--- config.mk ---
export PLATFORM = sky130hd
export DESIGN_NAME = bakery_ticket_lock_arbiter_unit
export DESIGN_NICKNAME = d
export VERILOG_FILES = /design/src/sv/bkt_pkg.sv /design/src/sv/bkt_ticket_file.sv /design/src/sv/bakery_ticket_lock_arbiter_unit.sv
export SDC_FILE = /design/constraint.sdc
export NUM_CORES = 1
export LEC_CHECK = 0
export ABC_AREA = 1
export BUFFER_PORTS_ARGS = -buffer_cell sky130_fd_sc_hd__buf_2
export CAP_MARGIN = 20
export CORE_MARGIN = 4
export CORE_UTILIZATION = 45
export CTS_BUF_LIST = sky130_fd_sc_hd__clkbuf_4 sky130_fd_sc_hd__clkbuf_8
export CTS_CLUSTER_DIAMETER = 200
export CTS_CLUSTER_SIZE = 25
export DETAILED_ROUTE_END_ITERATION = 10
export GPL_ROUTABILITY_DRIVEN = 0
export PLACE_DENSITY = 0.69
export REMOVE_ABC_BUFFERS = 1
export SETUP_SLACK_MARGIN = 0.02
export SLEW_MARGIN = 10
export SYNTH_ARGS = -nofsm -noshare
export SYNTH_HDL_FRONTEND = slang
export SYNTH_SLANG_ARGS = --single-unit
--- constraint.sdc ---
create_clock -name clk -period 10.9 [get_ports clk]
set_input_delay 1.09 -clock clk [delete_from_list [all_inputs] [get_ports clk]]
set_output_delay 1.09 -clock clk [all_outputs]
set_load 0.02 [all_outputs]
--- src/sv/bkt_pkg.sv ---
// ----------------------------------------------------------------------------
// bkt_pkg: shared types and constants for the bakery ticket lock arbiter
// Holds the slot and ticket sizes, status codes, channel payloads and the
// ticket-file write request.
// ----------------------------------------------------------------------------
package bkt_pkg;

  localparam int MAX_REQUESTERS = 16;
  localparam int TICKET_W       = 16;
  localparam int IDX_W          = 4;   // width of the requester field
  localparam int CFG_W          = 5;   // width of active_requesters
  localparam int SLOT_W         = $clog2(MAX_REQUESTERS);

  localparam logic [TICKET_W-1:0] TICKET_MAX = '1;
  localparam logic [CFG_W-1:0]    CFG_RESET  = CFG_W'(MAX_REQUESTERS);

  typedef enum logic [2:0] {
    ST_OK         = 3'd0,
    ST_BAD_INDEX  = 3'd1,
    ST_DOUBLE_ENT = 3'd2,
    ST_NO_TICKET  = 3'd3,
    ST_SATURATED  = 3'd4
  } status_t;

  typedef enum logic {
    CMD_ENTER = 1'b0,
    CMD_LEAVE = 1'b1
  } cmd_t;

  typedef struct packed {
    logic             cmd;
    logic [IDX_W-1:0] requester;
  } in_item_t;

  typedef struct packed {
    logic [IDX_W-1:0]    holder;
    logic                holder_valid;
    logic [TICKET_W-1:0] issued_ticket;
    logic [2:0]          status;
  } out_item_t;

  // write request into the ticket file
  typedef struct packed {
    logic                en;
    logic [SLOT_W-1:0]   addr;
    logic [TICKET_W-1:0] data;
  } tkt_wr_t;

endpackage

--- src/sv/bkt_ticket_file.sv ---
// ----------------------------------------------------------------------------
// bkt_ticket_file: per-requester ticket storage
// One ticket register per slot, cleared at reset, one read port selected by
// the scan index and one write port.
// ----------------------------------------------------------------------------
module bkt_ticket_file
  import bkt_pkg::*;
(
  input  logic                clk,
  input  logic                rst_n,
  input  logic [SLOT_W-1:0]   rd_idx,
  output logic [TICKET_W-1:0] rd_data,
  input  tkt_wr_t             wr
);

  logic [TICKET_W-1:0] tickets_r [MAX_REQUESTERS];

  // clear on reset, write one slot per transfer
  always_ff @(posedge clk) begin
    if (!rst_n) begin
      for (int i = 0; i < MAX_REQUESTERS; i++) begin
        tickets_r[i] <= '0;
      end
    end else if (wr.en) begin
      tickets_r[wr.addr] <= wr.data;
    end
  end

  assign rd_data = tickets_r[rd_idx];

endmodule

--- src/sv/bakery_ticket_lock_arbiter_unit.sv ---
// ----------------------------------------------------------------------------
// bakery_ticket_lock_arbiter_unit: bakery-rule lock arbiter
// Issues tickets on enter, clears them on leave and reports the holder with
// the smallest nonzero ticket, ties to the lower index.
//
//   channel | direction | payload          | handshake
//   in_     | input     | in_item_t        | in_valid / in_ready
//   out_    | output    | out_item_t       | out_valid / out_ready
//   cfg_    | input     | active_requesters| cfg_valid / cfg_ready
//
// After its transfer an item scans the first N slots, N being the clamped slot
// count, one slot per cycle through the shared scan compare, then a decide
// step writes the ticket and loads the result.
// in_ready is high only while the sequencer is idle; a stalled result holds
// the decide step until it is taken. Reset clears all tickets and sets the
// slot count to 16; cfg_ready is always high.
// ----------------------------------------------------------------------------
module bakery_ticket_lock_arbiter_unit
  import bkt_pkg::*;
(
  input  logic             clk,
  input  logic             rst_n,
  input  logic             in_valid,
  output logic             in_ready,
  input  in_item_t         in_data,
  output logic             out_valid,
  input  logic             out_ready,
  output out_item_t        out_data,
  input  logic             cfg_valid,
  output logic             cfg_ready,
  input  logic [CFG_W-1:0] cfg_data
);

  typedef enum logic [2:0] {
    S_IDLE = 3'b001,
    S_SCAN = 3'b010,
    S_DONE = 3'b100
  } state_t;

  state_t              state_r, state_nxt;
  logic [CFG_W-1:0]    cfg_r;
  logic [SLOT_W-1:0]   last_r;      // clamped slot count minus one
  logic [SLOT_W-1:0]   last_nxt;
  logic [SLOT_W-1:0]   k_r;
  logic                cmd_r;
  logic [IDX_W-1:0]    who_r;
  logic [TICKET_W-1:0] top_r, own_r, best_t_r;
  logic [SLOT_W-1:0]   best_idx_r;
  logic                found_r;
  logic                out_valid_r;
  out_item_t           out_r;

  logic [TICKET_W-1:0] rd_data;
  tkt_wr_t             wr;
  logic                in_xfer, out_free, in_range, is_self;
  status_t             status;
  logic [TICKET_W-1:0] new_tw, issued;
  logic                take_w;

  bkt_ticket_file u_tickets (
    .clk     (clk),
    .rst_n   (rst_n),
    .rd_idx  (k_r),
    .rd_data (rd_data),
    .wr      (wr)
  );

  assign in_ready  = (state_r == S_IDLE);
  assign in_xfer   = in_valid && in_ready;
  assign cfg_ready = 1'b1;
  assign out_free  = !out_valid_r || out_ready;

  // clamp the slot count to 1..MAX_REQUESTERS
  always_comb begin
    if (cfg_r == '0) begin
      last_nxt = '0;
    end else if (cfg_r > CFG_W'(MAX_REQUESTERS)) begin
      last_nxt = SLOT_W'(MAX_REQUESTERS - 1);
    end else begin
      last_nxt = SLOT_W'(cfg_r - CFG_W'(1));
    end
  end

  assign in_range = (CFG_W'(who_r) <= CFG_W'(last_r));
  assign is_self  = (IDX_W'(k_r) == who_r);

  // decide the command from the scan results
  always_comb begin
    status = ST_OK;
    issued = '0;
    new_tw = own_r;
    if (!in_range) begin
      status = ST_BAD_INDEX;
    end else if (cmd_r == CMD_ENTER) begin
      if (own_r != '0) begin
        status = ST_DOUBLE_ENT;
      end else if (top_r == TICKET_MAX) begin
        status = ST_SATURATED;
      end else begin
        issued = top_r + TICKET_W'(1);
        new_tw = issued;
      end
    end else begin
      if (own_r == '0) begin
        status = ST_NO_TICKET;
      end else begin
        new_tw = '0;
      end
    end
    // merge the requester's own new ticket with the best of the others
    take_w = in_range && (new_tw != '0) &&
             (!found_r || (new_tw < best_t_r) ||
              ((new_tw == best_t_r) && (who_r < IDX_W'(best_idx_r))));
  end

  // write the ticket when the decide step completes
  always_comb begin
    wr.en   = (state_r == S_DONE) && out_free && in_range && (status == ST_OK);
    wr.addr = SLOT_W'(who_r);
    wr.data = new_tw;
  end

  // sequencer
  always_comb begin
    state_nxt = state_r;
    unique case (state_r)
      S_IDLE: if (in_xfer) state_nxt = S_SCAN;
      S_SCAN: if (k_r == last_r) state_nxt = S_DONE;
      S_DONE: if (out_free) state_nxt = S_IDLE;
      default: state_nxt = S_IDLE;
    endcase
  end

  // control state
  always_ff @(posedge clk) begin
    if (!rst_n) begin
      state_r     <= S_IDLE;
      cfg_r       <= CFG_RESET;
      out_valid_r <= 1'b0;
    end else begin
      state_r <= state_nxt;
      if (cfg_valid && cfg_ready) cfg_r <= cfg_data;
      if (state_r == S_DONE && out_free) begin
        out_valid_r <= 1'b1;
      end else if (out_ready) begin
        out_valid_r <= 1'b0;
      end
    end
  end

  // latch the command, then advance the scan one slot per cycle
  always_ff @(posedge clk) begin
    if (in_xfer) begin
      cmd_r   <= in_data.cmd;
      who_r   <= in_data.requester;
      last_r  <= last_nxt;
      k_r     <= '0;
      top_r   <= '0;
      own_r   <= '0;
      found_r <= 1'b0;
    end else if (state_r == S_SCAN) begin
      if (rd_data > top_r) top_r <= rd_data;
      if (is_self) begin
        own_r <= rd_data;
      end else if (rd_data != '0 && (!found_r || rd_data < best_t_r)) begin
        found_r    <= 1'b1;
        best_t_r   <= rd_data;
        best_idx_r <= k_r;
      end
      if (k_r != last_r) k_r <= k_r + SLOT_W'(1);
    end
  end

  // load the result register
  always_ff @(posedge clk) begin
    if (state_r == S_DONE && out_free) begin
      out_r.holder        <= take_w ? who_r : (found_r ? IDX_W'(best_idx_r) : '0);
      out_r.holder_valid  <= take_w || found_r;
      out_r.issued_ticket <= issued;
      out_r.status        <= status;
    end
  end

  assign out_valid = out_valid_r;
  assign out_data  = out_r;

`ifndef NO_ASSERTIONS
  a_accept_starts_scan: assert property (@(posedge clk) disable iff (!rst_n)
    in_xfer |=> state_r == S_SCAN)
    else $error("accepted command did not start the scan");

  a_scan_in_bounds: assert property (@(posedge clk) disable iff (!rst_n)
    state_r == S_SCAN |-> k_r <= last_r)
    else $error("scan index ran past the slot count");

  a_no_holder_zero: assert property (@(posedge clk) disable iff (!rst_n)
    out_valid && !out_data.holder_valid |-> out_data.holder == '0)
    else $error("holder field nonzero without a holder");

  a_error_no_ticket: assert property (@(posedge clk) disable iff (!rst_n)
    out_valid && out_data.status != ST_OK |-> out_data.issued_ticket == '0)
    else $error("ticket issued on an error status");

  a_write_only_on_done: assert property (@(posedge clk) disable iff (!rst_n)
    wr.en |=> out_valid_r)
    else $error("ticket written without a result");
`endif

endmodule
# Word-level counts from Yosys, hierarchy flattened
# Memories as Yosys holds them, arrays and structs flattened. A register that Yosys moved wholly into a read port is not among the register bits.
# Index checks and enable logic that the tools add are counted.
[word_totals]
register_bits = 99
ram_bits = 256
input_bits = 15
out_inout_bits = 27
elab_cells = 98
memories = 1
[mem_list]
columns = ["memory", "depth", "word_bits", "read_ports", "rd_ports_with_merged_regs", "write_ports", "line", "text"]
rows = [
  ["u_tickets.tickets_r", 16, 16, 1, 1, 16, "bkt_ticket_file.sv:16", "logic [TICKET_W-1:0] tickets_r [MAX_REQUESTERS];"],
]
[classes]
add_sub_neg = 3
order_cmp = 6
eq_ne = 11
n_mux = 28
bitwise_logic = 3
n_reduce_logical = 30
[ops]
columns = ["cell", "count"]
rows = [
  ["16-bit 2-to-1 mux", 6],
  ["16-bit nonzero test", 3],
  ["16-bit < comparator", 2],
  ["4-bit 2-to-1 mux", 6],
  ["3-bit 2-to-1 mux", 7],
  ["16-bit by 1-bit adder with 16-bit output (second input constant)", 1],
  ["16-bit equality test", 1],
  ["16-bit equality test (second input constant)", 1],
  ["16-bit > comparator", 1],
  ["16-bit zero test", 1],
  ["16-bit OR reduction", 1],
  ["3-bit case mux with 3 select lines", 1],
  ["4-bit equality test", 2],
  ["1-bit logical AND", 8],
  ["1-bit 2-to-1 mux", 7],
  ["2-bit AND reduction", 3],
  ["3-bit AND reduction", 2],
  ["5-bit > comparator (second input constant)", 1],
  ["5-bit zero test", 1],
  ["1-bit logical OR", 5],
  ["4-bit by 1-bit adder with 4-bit output (second input constant)", 1],
  ["4-bit less-or-equal comparator", 1],
  ["4-bit < comparator", 1],
  ["2-bit != test (second input constant)", 2],
  ["other kinds (13)", 16],
]

# Depth between registers and ports, before layout
# Gate-level depths: netlist (run 1).
[logic_depth]
word_depth = 12
mapped_depth = 27
depth_no_buf = 25

# By module
# A second synthesis (run 1) with hierarchy kept.
[unflattened]
hier_cells = 2116
hier_area_um2 = 18262.5
[modules_own_cells]
columns = ["module", "instances", "cells_per_inst", "area_each_um2", "seq_area_each_um2"]
rows = [
  ["bkt_ticket_file", 1, 1383, 12271.8, 7687.4],
  ["bakery_ticket_lock_arbiter_unit", 1, 733, 5990.7, 2512.4],
]

# Worst setup path before layout (run 1)
# Ideal clock, no wire load.
[synth_timing]
path_kind = "in2reg"
from = "input out_ready"
to = "memory u_tickets.tickets_r[0][0] (enable)"
setup_ns = 0.372
arrival_ns = 4.983
t_required_ns = 10.528
setup_slack_ns = 5.545
path_stages = 9
path_buffers = 1
path_cell_list = "nor2_1 > nor4_1 > nand3_1 > nor2_1 > nand2_2 > nor3_4 > nand2_2 > buf_2 > nand2_1"
[synth_lines]
columns = ["element", "line", "text"]
rows = [
  ["start, declared", "bakery_ticket_lock_arbiter_unit.sv:27", "input logic out_ready,"],
  ["end, declared", "bkt_ticket_file.sv:16", ""],
]

==> results of run 1 <==
layout by cell type (no fill, tap or decap), drive strengths merged, types with 12 or more instances in the layout:
master and n:
o221ai 46, nor2 458, o211ai 16, clkbuf 30, buf 47, nand4 19, a21oi 71, o22ai 12
nand3 68, dfxtp 50, inv 159, edfxtp 309, nand2 251, o21ai 174, ha 58
layout make-up:
| class | instances | area [um2] | area share |
|---|---|---|---|
| Sequential cell | 359 | 10280 | 0.5596 |
| Multi-Input combinational cell | 1210 | 6221 | 0.3385 |
| Tap cell | 518 | 648.1 | 0.03527 |
| Inverter | 160 | 601.8 | 0.03275 |
| Clock buffer | 30 | 337.8 | 0.01838 |
| Timing Repair Buffer | 47 | 256.5 | 0.01396 |
| Clock inverter | 2 | 25.02 | 0.001362 |
| Antenna cell | 1 | 2.502 | 0.0001362 |
report_power, final:
part	switching (mW)	internal (mW)	total, mW
logic	0.387	0.141	0.528
clock network	0.424	0.204	0.628
registers	0.0378	1.55	1.58
layer usage:
| metal | up-vias | GRT usage | wire (um) |
|---|---|---|---|
| met4 | 0 | 0.08947 | 1931 |
| met1 | 6499 | 0.2989 | 19300 |
| met2 | 614 | 0.3695 | 22590 |
| met3 | 100 | 0.02695 | 3726 |
| li1 | 6160 | - | - |
| met5 | - | 0 | 0 |
final timing paths:
kind                                  to  slack (ns)  cells past startpoint
worst max-delay path            top_r[3]        5.90                     17
worst min-delay path            cfg_r[2]        0.53                      2
worst max register to register  top_r[3]        5.90                     17
worst min register to register  cfg_r[2]        0.53                      2
synth_stat cells:
library cell  count  area (um2)
ha_1             58       725.7
inv_2             4       15.01
o311ai_0          1       8.760
a21oi_1          71       355.3
o21ai_0         173       865.8
o221a_2           1       11.26
buf_4             4       30.03
conb_1            1       3.750
clkinv_1          2       7.510
nor2_1          447        1678
xor2_1            8       70.07
o211ai_1         16       120.1
edfxtp_1        309        9279
o21a_1            2       15.01
nor2_4            6       67.56
nor2_8            1       20.02
dfxtp_1          50        1001
nand3_2          10       100.1
nand3_4           1       17.52
nor3_1            7       35.03
nand2_1         221       829.6
inv_1           154       578.1
a211oi_1          2       15.01
nand3_1          57       285.3
nor3_4            4       65.06
o21ai_1           1       5.000
buf_2            35       175.2
and3_1            1       6.260
nand2_2          27       168.9
a31o_2            1       8.760
o2111ai_1         1       8.760
o22ai_1          12       75.07
clkbuf_1         58       217.7
o221ai_1         46       402.9
nand2_8           1       20.02
buf_1             3       11.26
nand4_1          19       118.9
nor4_1            3       18.77
nand2_4           2       22.52
xnor2_1           4       35.03
nor2_2            4       25.02
or2_1             1       6.260
critical path: cells and delay by family, from the launching register on:
| family | cells | cell delay, ns |
|---|---|---|
| flip-flops | 1 | 0.34 |
| adder cells (fa/ha/maj) | 1 | 0.40 |
| buffers and inverters | 5 | 1.71 |
| AO/OA/AOI/OAI | 5 | 1.01 |
| AND/OR/NAND/NOR | 6 | 1.32 |
cell families (layout without fill, tap and decap cells):
| logic type | after synthesis | in the layout |
|---|---|---|
| adder cells (fa/ha/maj) | 58 | 58 |
| other | 1 | 2 |
| flip-flops | 359 | 359 |
| XOR/XNOR | 12 | 12 |
| AO/OA/AOI/OAI | 327 | 327 |
| buffers and inverters | 260 | 239 |
| AND/OR/NAND/NOR | 812 | 812 |
through the flow:
| step | setup slack, ns | total power, mW | util | instance area [um2] | hold WS, ns |
|---|---|---|---|---|---|
| 2_1_floorplan | 3.700 | 1.956 | - | 17090 | 0.4566 |
| 4_1_cts | 6.008 | 2.735 | 0.4763 | 18360 | 0.5297 |
| 5_1_grt | 5.497 | 2.855 | 0.4766 | 18380 | 0.5521 |
| 6_report | 5.899 | 2.740 | 0.4766 | 18380 | 0.5289 |
| 3_5_place_dp | 6.030 | 2.136 | 0.4669 | 18000 | 0.5100 |
| 3_3_place_gp | 6.052 | 2.119 | 0.4669 | 18000 | 0.4909 |
registers in the layout, summed over array words and instances, names as in the netlist, named ones only:
| signal | count |
|---|---|
| out_data | 24 |
| out_valid | 1 |
| best_idx_r | 4 |
| cmd_r | 1 |
| state_r | 3 |
| own_r | 16 |
| cfg_r | 5 |
| found_r | 1 |
| top_r | 16 |
| last_r | 4 |
| u_tickets.tickets_r | 256 |
| best_t_r | 16 |
| who_r | 4 |
| k_r | 4 |
==> impl_metrics.yaml, run 1 <==
status:
  status: "complete, no violations"
yosys:
  synthCells: 1829
  synthXorXnorAreaFrac: 0.005997
  synth_top_family_by_area: "simple AND/OR/NAND/NOR gates"
  muxShareOfSynthArea: 0
  synth_area_mm2: 0.01753
  synth_compound_area_frac: 0.1079
  synth_fa_ha_area_frac: 0.04141
  synth_simple_gate_area_share: 0.1988
  seq_area_frac_synth: 0.5866
  ys_warn_count: 0
  synth_seq_cells: 359
  syn_area_per_cell_um2: 9.582
  yosysUniqueCellTypes: 42
floorplanning:
  die_y_um: 205.3
  start_util: 0.4545
  die_width_um: 205.3
  dieArea_mm2: 0.04217
  core_area_mm2: 0.03856
  rows: 72
  ioPinCount: 42
timing:
  worst_pin_slew_ns: 1.175
  max_freq_mhz: 200.0
  slew_headroom: 0.2156
  skew_ns: 0.03336
  setup_viol_count_final: 0
  fin_crit_sh: 0.4588
  hold_viol_final: 0
  finalMaxSlewViolations: 0
  fin_setup_tns_ns: 0
  grt_setup_unrepaired: "false"
  fin_crit_ns: 5.001
clock_tree:
  cts_hold_buffers: 0
  post_cts_buffers: 0
  htreeDepth: 1
  clkTransAtPathRegs_ns: 0.15
  cts.sinks: 359
  insertion_delay_ns: 0.61
  cts_tree: "built"
  cts_resized: 0
  numCtsBuffers: 18
  root_buffer: "clkbuf_8"
  cts_buffer_depth: 3
place:
  place_inst: 2293
  hpwl_mm: 30.66
  io_buffers: 40
drt:
  drc: 0
  wl_per_cell_um: 20.43
  firstDrtPassIters: 5
  vias: 13370
  drtIter0Drc: 1638
  viasPerCell: 5.747
  wl_mm: 47.54
  antenna_left: 0
flow_run:
  drv_cap: 0
power:
  cellPowerDensity_mw_per_mm2: 149.1
  p_leak_nw: 7.084
  irDropWorstVdd_mv: 0.07309
global_routing:
  gr-total-overflow: 0
  track_usage: 0.2224
  antenna_found_initial: 1
  grt_max_degree: 110
  grt_pass1_wl_mm: 73.33
  grt_pass1_vias: 13010
hold_path:
  min-delay-start: "cfg_r[2]"
  min_path_type: "flop to flop"
worst_setup_path:
  critPathMaxFanout: 63
  cp_slowest_stage_delay_ns: 0.59
  crit_top_cell: "inv_1"
  path_class: "flop to flop"
  crit_path_cell_trace: "buf_4 -> inv_1 -> buf_4 -> o21ai_0 -> o221ai_1 -> nand3_1 -> nand2_1 -> ha_1 -> nand4_1 -> inv_1 -> nand4_1 -> o211ai_1 -> inv_1 -> nor2_1 -> nand2_1 -> o21ai_0 -> a21oi_1"
  cp.required_ns: 11.36
  critPathSlowestCell: "buf_4"
  startpoint_type: "flop"
  cp.arrival_ns: 5.46
  crit_path_end_kind: "flop"
cells_and_area:
  layout.cells.non_filler: 2327
  drive_gt1_frac: 0.08075
  nets: 1869
  fillers: 3652
  area_delta_synth_final_pct: 4.862
Power figures use the tool's default switching activity.
==> run 2: changes to the inputs <==
--- a/config.mk
+++ b/config.mk
@@ -5,7 +5,7 @@
 export SDC_FILE = /design/constraint.sdc
 export NUM_CORES = 1
 export LEC_CHECK = 0
-export ABC_AREA = 1
+export ABC_AREA = 0
 export BUFFER_PORTS_ARGS = -buffer_cell sky130_fd_sc_hd__buf_2
 export CAP_MARGIN = 20
 export CORE_MARGIN = 4
==> constraint.sdc (replaced) <==
create_clock -name clk -period 4.9 [get_ports clk]
set_input_delay 0.49 -clock clk [delete_from_list [all_inputs] [get_ports clk]]
set_output_delay 0.49 -clock clk [all_outputs]
set_load 0.02 [all_outputs]
==> run 2 against run 1 <==
- combinational power grew 18%
- critical endpoint is now out_data[20]
- setup slack worse by 5.4 ns
- clock skew fell by 0.0029 ns
==> impl_metrics.yaml, run 2 <==
status:
  status: "complete, no violations"
yosys:
  seq_area_frac_synth: 0.6117
  ys_warn_count: 0
  yosys.cell_count.top_type: "nor2_1"
  synth.largest_area_cell: "edfxtp_1"
  synth_area_leaders: "edfxtp_1, mux4_2, nor2_1, dfxtp_1, ha_1"
  async_flop_share: 0
  ys.flop_type: "edfxtp_1"
  synth_edf_count: 309
  synthCells: 1291
  synth_seq_cells: 359
  synth_commonest_cells: "nor2_1, edfxtp_1, mux4_2"
  syn_area_per_cell_um2: 13.02
  synth_area_mm2: 0.01680
  yosysUniqueCellTypes: 68
  yosys.area.top_type_share: 0.5522
floorplanning:
  dieArea_mm2: 0.04050
  core_area_mm2: 0.03670
  rows: 70
  die_width_um: 201.2
  start_util: 0.4579
  die_y_um: 201.2
  ioPinCount: 42
timing:
  slew_headroom: 0.2860
  max_freq_mhz: 225.8
  grt_setup_unrepaired: "false"
  timing.hold.ws_ns: 0.06043
  skew_ns: 0.03050
  fin_crit_ns: 4.428
  worst_pin_slew_ns: 1.071
  setup_viol_count_final: 0
  fin_crit_sh: 0.9037
  hold_viol_final: 0
  finalMaxSlewViolations: 0
  setup_ws_ns: 0.4719
worst_setup_path:
  worst-path-buf-inv: 1
  critPathSlowestCell: "edfxtp_1"
  path_class: "flop to flop"
  crit_family: "simple AND/OR/NAND/NOR gates"
  crit_path_end_kind: "flop"
  crit_path_cell_trace: "ha_1 -> and4b_1 -> a211oi_2 -> or2_2 -> nand3_1 -> nor2_1 -> a21oi_1 -> inv_1 -> ha_1 -> nand4_1 -> nor2_1 -> nand3_1 -> nor4_1 -> a21oi_1 -> o21ai_0 -> nand3_4 -> mux2i_1"
  reg2reg_to: "out_data[20]"
  cp.arrival_ns: 4.79
  reg2reg_depth: 17
  critPathMaxFanout: 12
  startpoint_type: "flop"
  cp_slowest_stage_delay_ns: 0.57
  cp.required_ns: 5.26
  rr_startpoint: "who_r[1]"
  r2r_slack_ns: 0.47
drt:
  drtIter0Drc: 1222
  drc: 0
  wl_per_cell_um: 23.97
  viasPerCell: 5.916
  wl_mm: 43.49
  firstDrtPassIters: 5
  vias: 10730
  antenna_left: 0
place:
  hpwl_mm: 29.84
  place_inst: 1781
  io_buffers: 40
  pre_cts_ws_ns: 0.5496
cells_and_area:
  layout.cells.non_filler: 1814
  final_cell_mix: "nor2_1, edfxtp_1, mux4_2"
  layout_commonest_cell: "nor2_1"
  top_register: "u_tickets.tickets_r"
  largest_reg_flops: 256
  drive_gt1_frac: 0.1747
  nets: 1406
  area_delta_synth_final_pct: 7.788
hold_path:
  whs_endpoint: "who_r[0]"
  hold_path_depth: 1
  min_path_type: "input port to flop"
  min-delay-start: "in_data[0]"
global_routing:
  gr-total-overflow: 0
  grt_pass1_wl_mm: 65.69
  antenna_found_initial: 1
  grt_pass1_vias: 10640
  grt_max_degree: 48
  track_usage: 0.2109
clock_tree:
  cts_resized: 0
  root_buffer: "clkbuf_8"
  clkTransAtPathRegs_ns: 0.17
  htreeDepth: 1
  numCtsBuffers: 18
  post_cts_buffers: 0
  insertion_delay_ns: 0.60
  cts_buffer_depth: 3
  cts.sinks: 359
  cts_tree: "built"
  cts_hold_buffers: 0
power:
  cellPowerDensity_mw_per_mm2: 301.0
  irDropWorstVdd_mv: 0.1590
  p_leak_nw: 6.590
flow_run:
  drv_cap: 0
[run 2: cell types whose count changed after synthesis, moves of 13 or more]
cell | previous run | this run
mux2i_1 | 0 | 41
nand3_1 | 57 | 16
o221ai_1 | 46 | 1
buf_2 | 35 | 19
a21oi_1 | 71 | 31
nand2_2 | 27 | 0
o21ai_0 | 173 | 17
o211ai_1 | 16 | 3
nor2_1 | 447 | 333
nand2_1 | 221 | 56
mux4_2 | 0 | 80
inv_1 | 154 | 63
clkbuf_1 | 58 | 45
[run 2: per-stage QoR]
step                      TNS (ns)  cell area [um2]  power, mW    util
after floorplan             -63.69            16500      3.915       -
after CTS                        0            18110      5.469  0.4935
final                            0            18110      5.453  0.4936
after global routing             0            18110      5.650  0.4935
after global placement           0            17750      4.133  0.4836
after detailed placement         0            17750      4.148  0.4836
[run 2: worst reg2reg max path, cell delays in order, from the launching register on]
cell      delay, ns
edfxtp_1       0.57
ha_1           0.35
and4b_1        0.22
a211oi_2       0.44
or2_2          0.34
nand3_1        0.41
nor2_1         0.37
a21oi_1        0.12
inv_1          0.08
ha_1           0.14
nand4_1        0.07
nor2_1         0.13
nand3_1        0.12
nor4_1         0.27
a21oi_1        0.10
o21ai_0        0.18
nand3_4        0.16
mux2i_1        0.15
[run 2: routing by layer]
| metal | track usage | up-vias | part of all wire |
|---|---|---|---|
| li1 | - | 4754 | - |
| met1 | 0.2954 | 5411 | 0.40 |
| met2 | 0.3427 | 489 | 0.48 |
| met3 | 0.03175 | 78 | 0.088 |
| met4 | 0.06860 | 0 | 0.035 |
| met5 | 0 | - | 0 |
[run 2: area by class of cell]
cell class / count / area (um2)
tap: 468 / 585.6
multi-input combinational: 793 / 5984
antenna: 1 / 2.502
inverter: 64 / 240.2
clock inverter: 2 / 25.02
fill: 3171 / 18580
clock buffer: 30 / 337.8
timing repair buffer: 97 / 653.1
sequential: 359 / 10280
[run 2: report_power, final]
part	switching (mW)	internal, mW
Clock	0.916	0.454
Combinational	0.385	0.238
Sequential	0.0544	3.41
Total	1.36	4.10
[run 2: logic make-up (layout without fill, tap and decap cells)]
family,Yosys count,in the layout,synth area share
and+or+nand+nor,489,489,0.1264
AOI/OAI and AO/OA,104,104,0.04378
adders and majority gates,58,58,0.04318
other,1,2,0.0002231
muxes,121,121,0.1316
DFF,359,359,0.6117
xor gates and xnor gates,20,20,0.01042
buffers and inverters,139,193,0.03269
[run 2: worst max-delay path by stage]
| stage | from | end | slack, ns | cells after the start |
|---|---|---|---|---|
| floorplan | flop | best_idx_r[0] | -1.79 | 11 |
| global placement | who_r[1] | out_data[20] | 0.58 | 15 |
| finish | who_r[1] | out_data[20] | 0.47 | 17 |
| CTS | who_r[1] | out_data[22] | 0.51 | 17 |
| global route | who_r[1] | out_data[22] | 0.19 | 17 |
| detailed placement | who_r[1] | out_data[22] | 0.55 | 17 |
==> run 3: changes to the inputs <==
--- a/config.mk
+++ b/config.mk
@@ -8,6 +8,8 @@
 export ABC_AREA = 0
 export BUFFER_PORTS_ARGS = -buffer_cell sky130_fd_sc_hd__buf_2
 export CAP_MARGIN = 20
+export CELL_PAD_IN_SITES_DETAIL_PLACEMENT = 0
+export CELL_PAD_IN_SITES_GLOBAL_PLACEMENT = 1
 export CORE_MARGIN = 4
 export CORE_UTILIZATION = 45
 export CTS_BUF_LIST = sky130_fd_sc_hd__clkbuf_4 sky130_fd_sc_hd__clkbuf_8
@@ -15,7 +17,7 @@
 export CTS_CLUSTER_SIZE = 25
 export DETAILED_ROUTE_END_ITERATION = 10
 export GPL_ROUTABILITY_DRIVEN = 0
-export PLACE_DENSITY = 0.69
+export PLACE_DENSITY = 0.78
 export REMOVE_ABC_BUFFERS = 1
 export SETUP_SLACK_MARGIN = 0.02
 export SLEW_MARGIN = 10
==> run 3 against run 2 <==
- sequential share of layout area fell by 0.27 points
- worst hold slack worse by 0.0046 ns
- register-to-register slack worse by 0.06 ns
- clock skew up 0.011 ns
- maximum frequency is 1.4% lower
- global-route usage up 0.092 points
- critical path depth shrank 3
- core utilization rose by 0.23 points
- sequential cell count did not move
- combinational power rose by 2%
- setup slack lost 0.063 ns
- critical path type unchanged
- largest power group unchanged
==> impl_metrics.yaml, run 3 (synthesis results as in run 2) <==
timing:
  timing.hold.ws_ns: 0.05586
  setup_viol_count_final: 0
  setup_ws_ns: 0.4091
  grt_setup_unrepaired: "false"
  max_freq_mhz: 222.7
  slew_headroom: 0.2374
  fin_setup_tns_ns: 0
  skew_ns: 0.04109
  worst_pin_slew_ns: 1.144
  hold_viol_final: 0
  finalMaxSlewViolations: 0
  fin_crit_ns: 4.491
  fin_crit_sh: 0.9165
floorplanning:
  die_width_um: 201.2
  dieArea_mm2: 0.04050
  start_util: 0.4579
  rows: 70
  ioPinCount: 42
  die_y_um: 201.2
  core_area_mm2: 0.03670
global_routing:
  track_usage: 0.2118
  grt_pass1_vias: 10560
  antenna_found_initial: 1
  grt_pass1_wl_mm: 65.66
  grt_max_degree: 48
  gr-total-overflow: 0
cells_and_area:
  diodes: 0
  final_cell_mix: "nor2_1, edfxtp_1, mux4_2"
  drive_gt1_frac: 0.1802
  nets: 1415
  layout.cells.non_filler: 1822
  area_delta_synth_final_pct: 8.294
  largest_reg_flops: 256
  fin_util: 0.4959
  top_register: "u_tickets.tickets_r"
  stdcell_area_mm2: 0.01820
  layout_commonest_cell: "nor2_1"
clock_tree:
  post_cts_buffers: 0
  numCtsBuffers: 18
  cts.sinks: 359
  insertion_delay_ns: 0.60
  cts_hold_buffers: 0
  cts_resized: 0
  root_buffer: "clkbuf_8"
  cts_buffer_depth: 3
  clkTransAtPathRegs_ns: 0.16
  htreeDepth: 1
  cts_tree: "built"
drt:
  wl_per_cell_um: 23.79
  top_layer: "met5"
  firstDrtPassIters: 5
  wl_met1_mm: 17.83
  wl_met2_mm: 20.52
  vias: 10530
  met3_length_mm: 3.282
  wl_mm: 43.34
  antenna_left: 0
  viasPerCell: 5.777
  drc: 0
  drtIter0Drc: 1177
worst_setup_path:
  crit_family: "compound AO/OA/AOI/OAI gates"
  worst-path-buf-inv: 1
  cp_slowest_stage_delay_ns: 0.89
  critPathSlowestCell: "o21ai_2"
  cp.arrival_ns: 4.84
  path_class: "flop to flop"
  crit_path_cell_trace: "ha_1 -> nand3_1 -> or3_1 -> o221ai_4 -> nor2_1 -> o21ai_2 -> inv_1 -> ha_1 -> nand3_1 -> nor4_1 -> a21oi_1 -> o21ai_0 -> nand3_4 -> mux2i_1"
  cp.required_ns: 5.25
  crit_path_end_kind: "flop"
  critPathMaxFanout: 18
  startpoint_type: "flop"
place:
  pre_cts_ws_ns: 0.4946
  hpwl_mm: 30.04
  io_buffers: 40
  dpl_cell_area_mm2: 0.01783
  place_inst: 1790
hold_path:
  min_path_type: "input port to flop"
power:
  power.total_mw: 5.472
  irDropWorstVdd_mv: 0.2786
  p_leak_nw: 6.642
  cellPowerDensity_mw_per_mm2: 300.7
flow_run:
  drv_cap: 0
status:
  status: "complete, no violations"
[run 3: cell count changes in the layout (fill, tap and decap cells not counted)]
cell	before	now
buf_4	55	63
buf_12	2	3
clkinv_8	0	1
diode_2	1	0
inv_6	1	0
[run 3: worst reg2reg max path, stage by stage, from the launching register on]
cell and delay, ns:
dfxtp_1 0.51, ha_1 0.26, nand3_1 0.19, or3_1 0.49
o221ai_4 0.38, nor2_1 0.16, o21ai_2 0.89, inv_1 0.12
ha_1 0.32, nand3_1 0.12, nor4_1 0.29, a21oi_1 0.10
o21ai_0 0.15, nand3_4 0.15, mux2i_1 0.15
[run 3: worst paths after layout]
kind              start            to  slack (ns)  cells past startpoint
max reg2reg    top_r[0]  out_data[20]        0.41                     14
min reg2reg  state_r[0]    state_r[2]        0.52                      1
min          in_data[1]      who_r[1]        0.06                      1
max            top_r[0]  out_data[20]        0.41                     14
[run 3: where the power goes]
group	leakage [nW]	internal [mW]	switching, mW	total (mW)
registers	3.51	3.41	0.0537	3.46
clock network	0.199	0.456	0.922	1.38
logic	2.93	0.247	0.388	0.635
[run 3: area by class of cell]
cell class	count	area (um2)
clock buffer	30	337.8
clock inverter	2	32.53
fill	3178	18500
inverter	64	240.2
multi-input combinational	793	5984
sequential	359	10280
tap	468	585.6
timing repair buffer	106	733.2
[run 3: metal layers]
| metal | vias to the layer above | global-route usage |
|---|---|---|
| li1 | 4769 | - |
| met1 | 5237 | 0.2942 |
| met2 | 430 | 0.3482 |
| met4 | 2 | 0.07007 |
| met5 | - | 0 |
| met3 | 88 | 0.02965 |
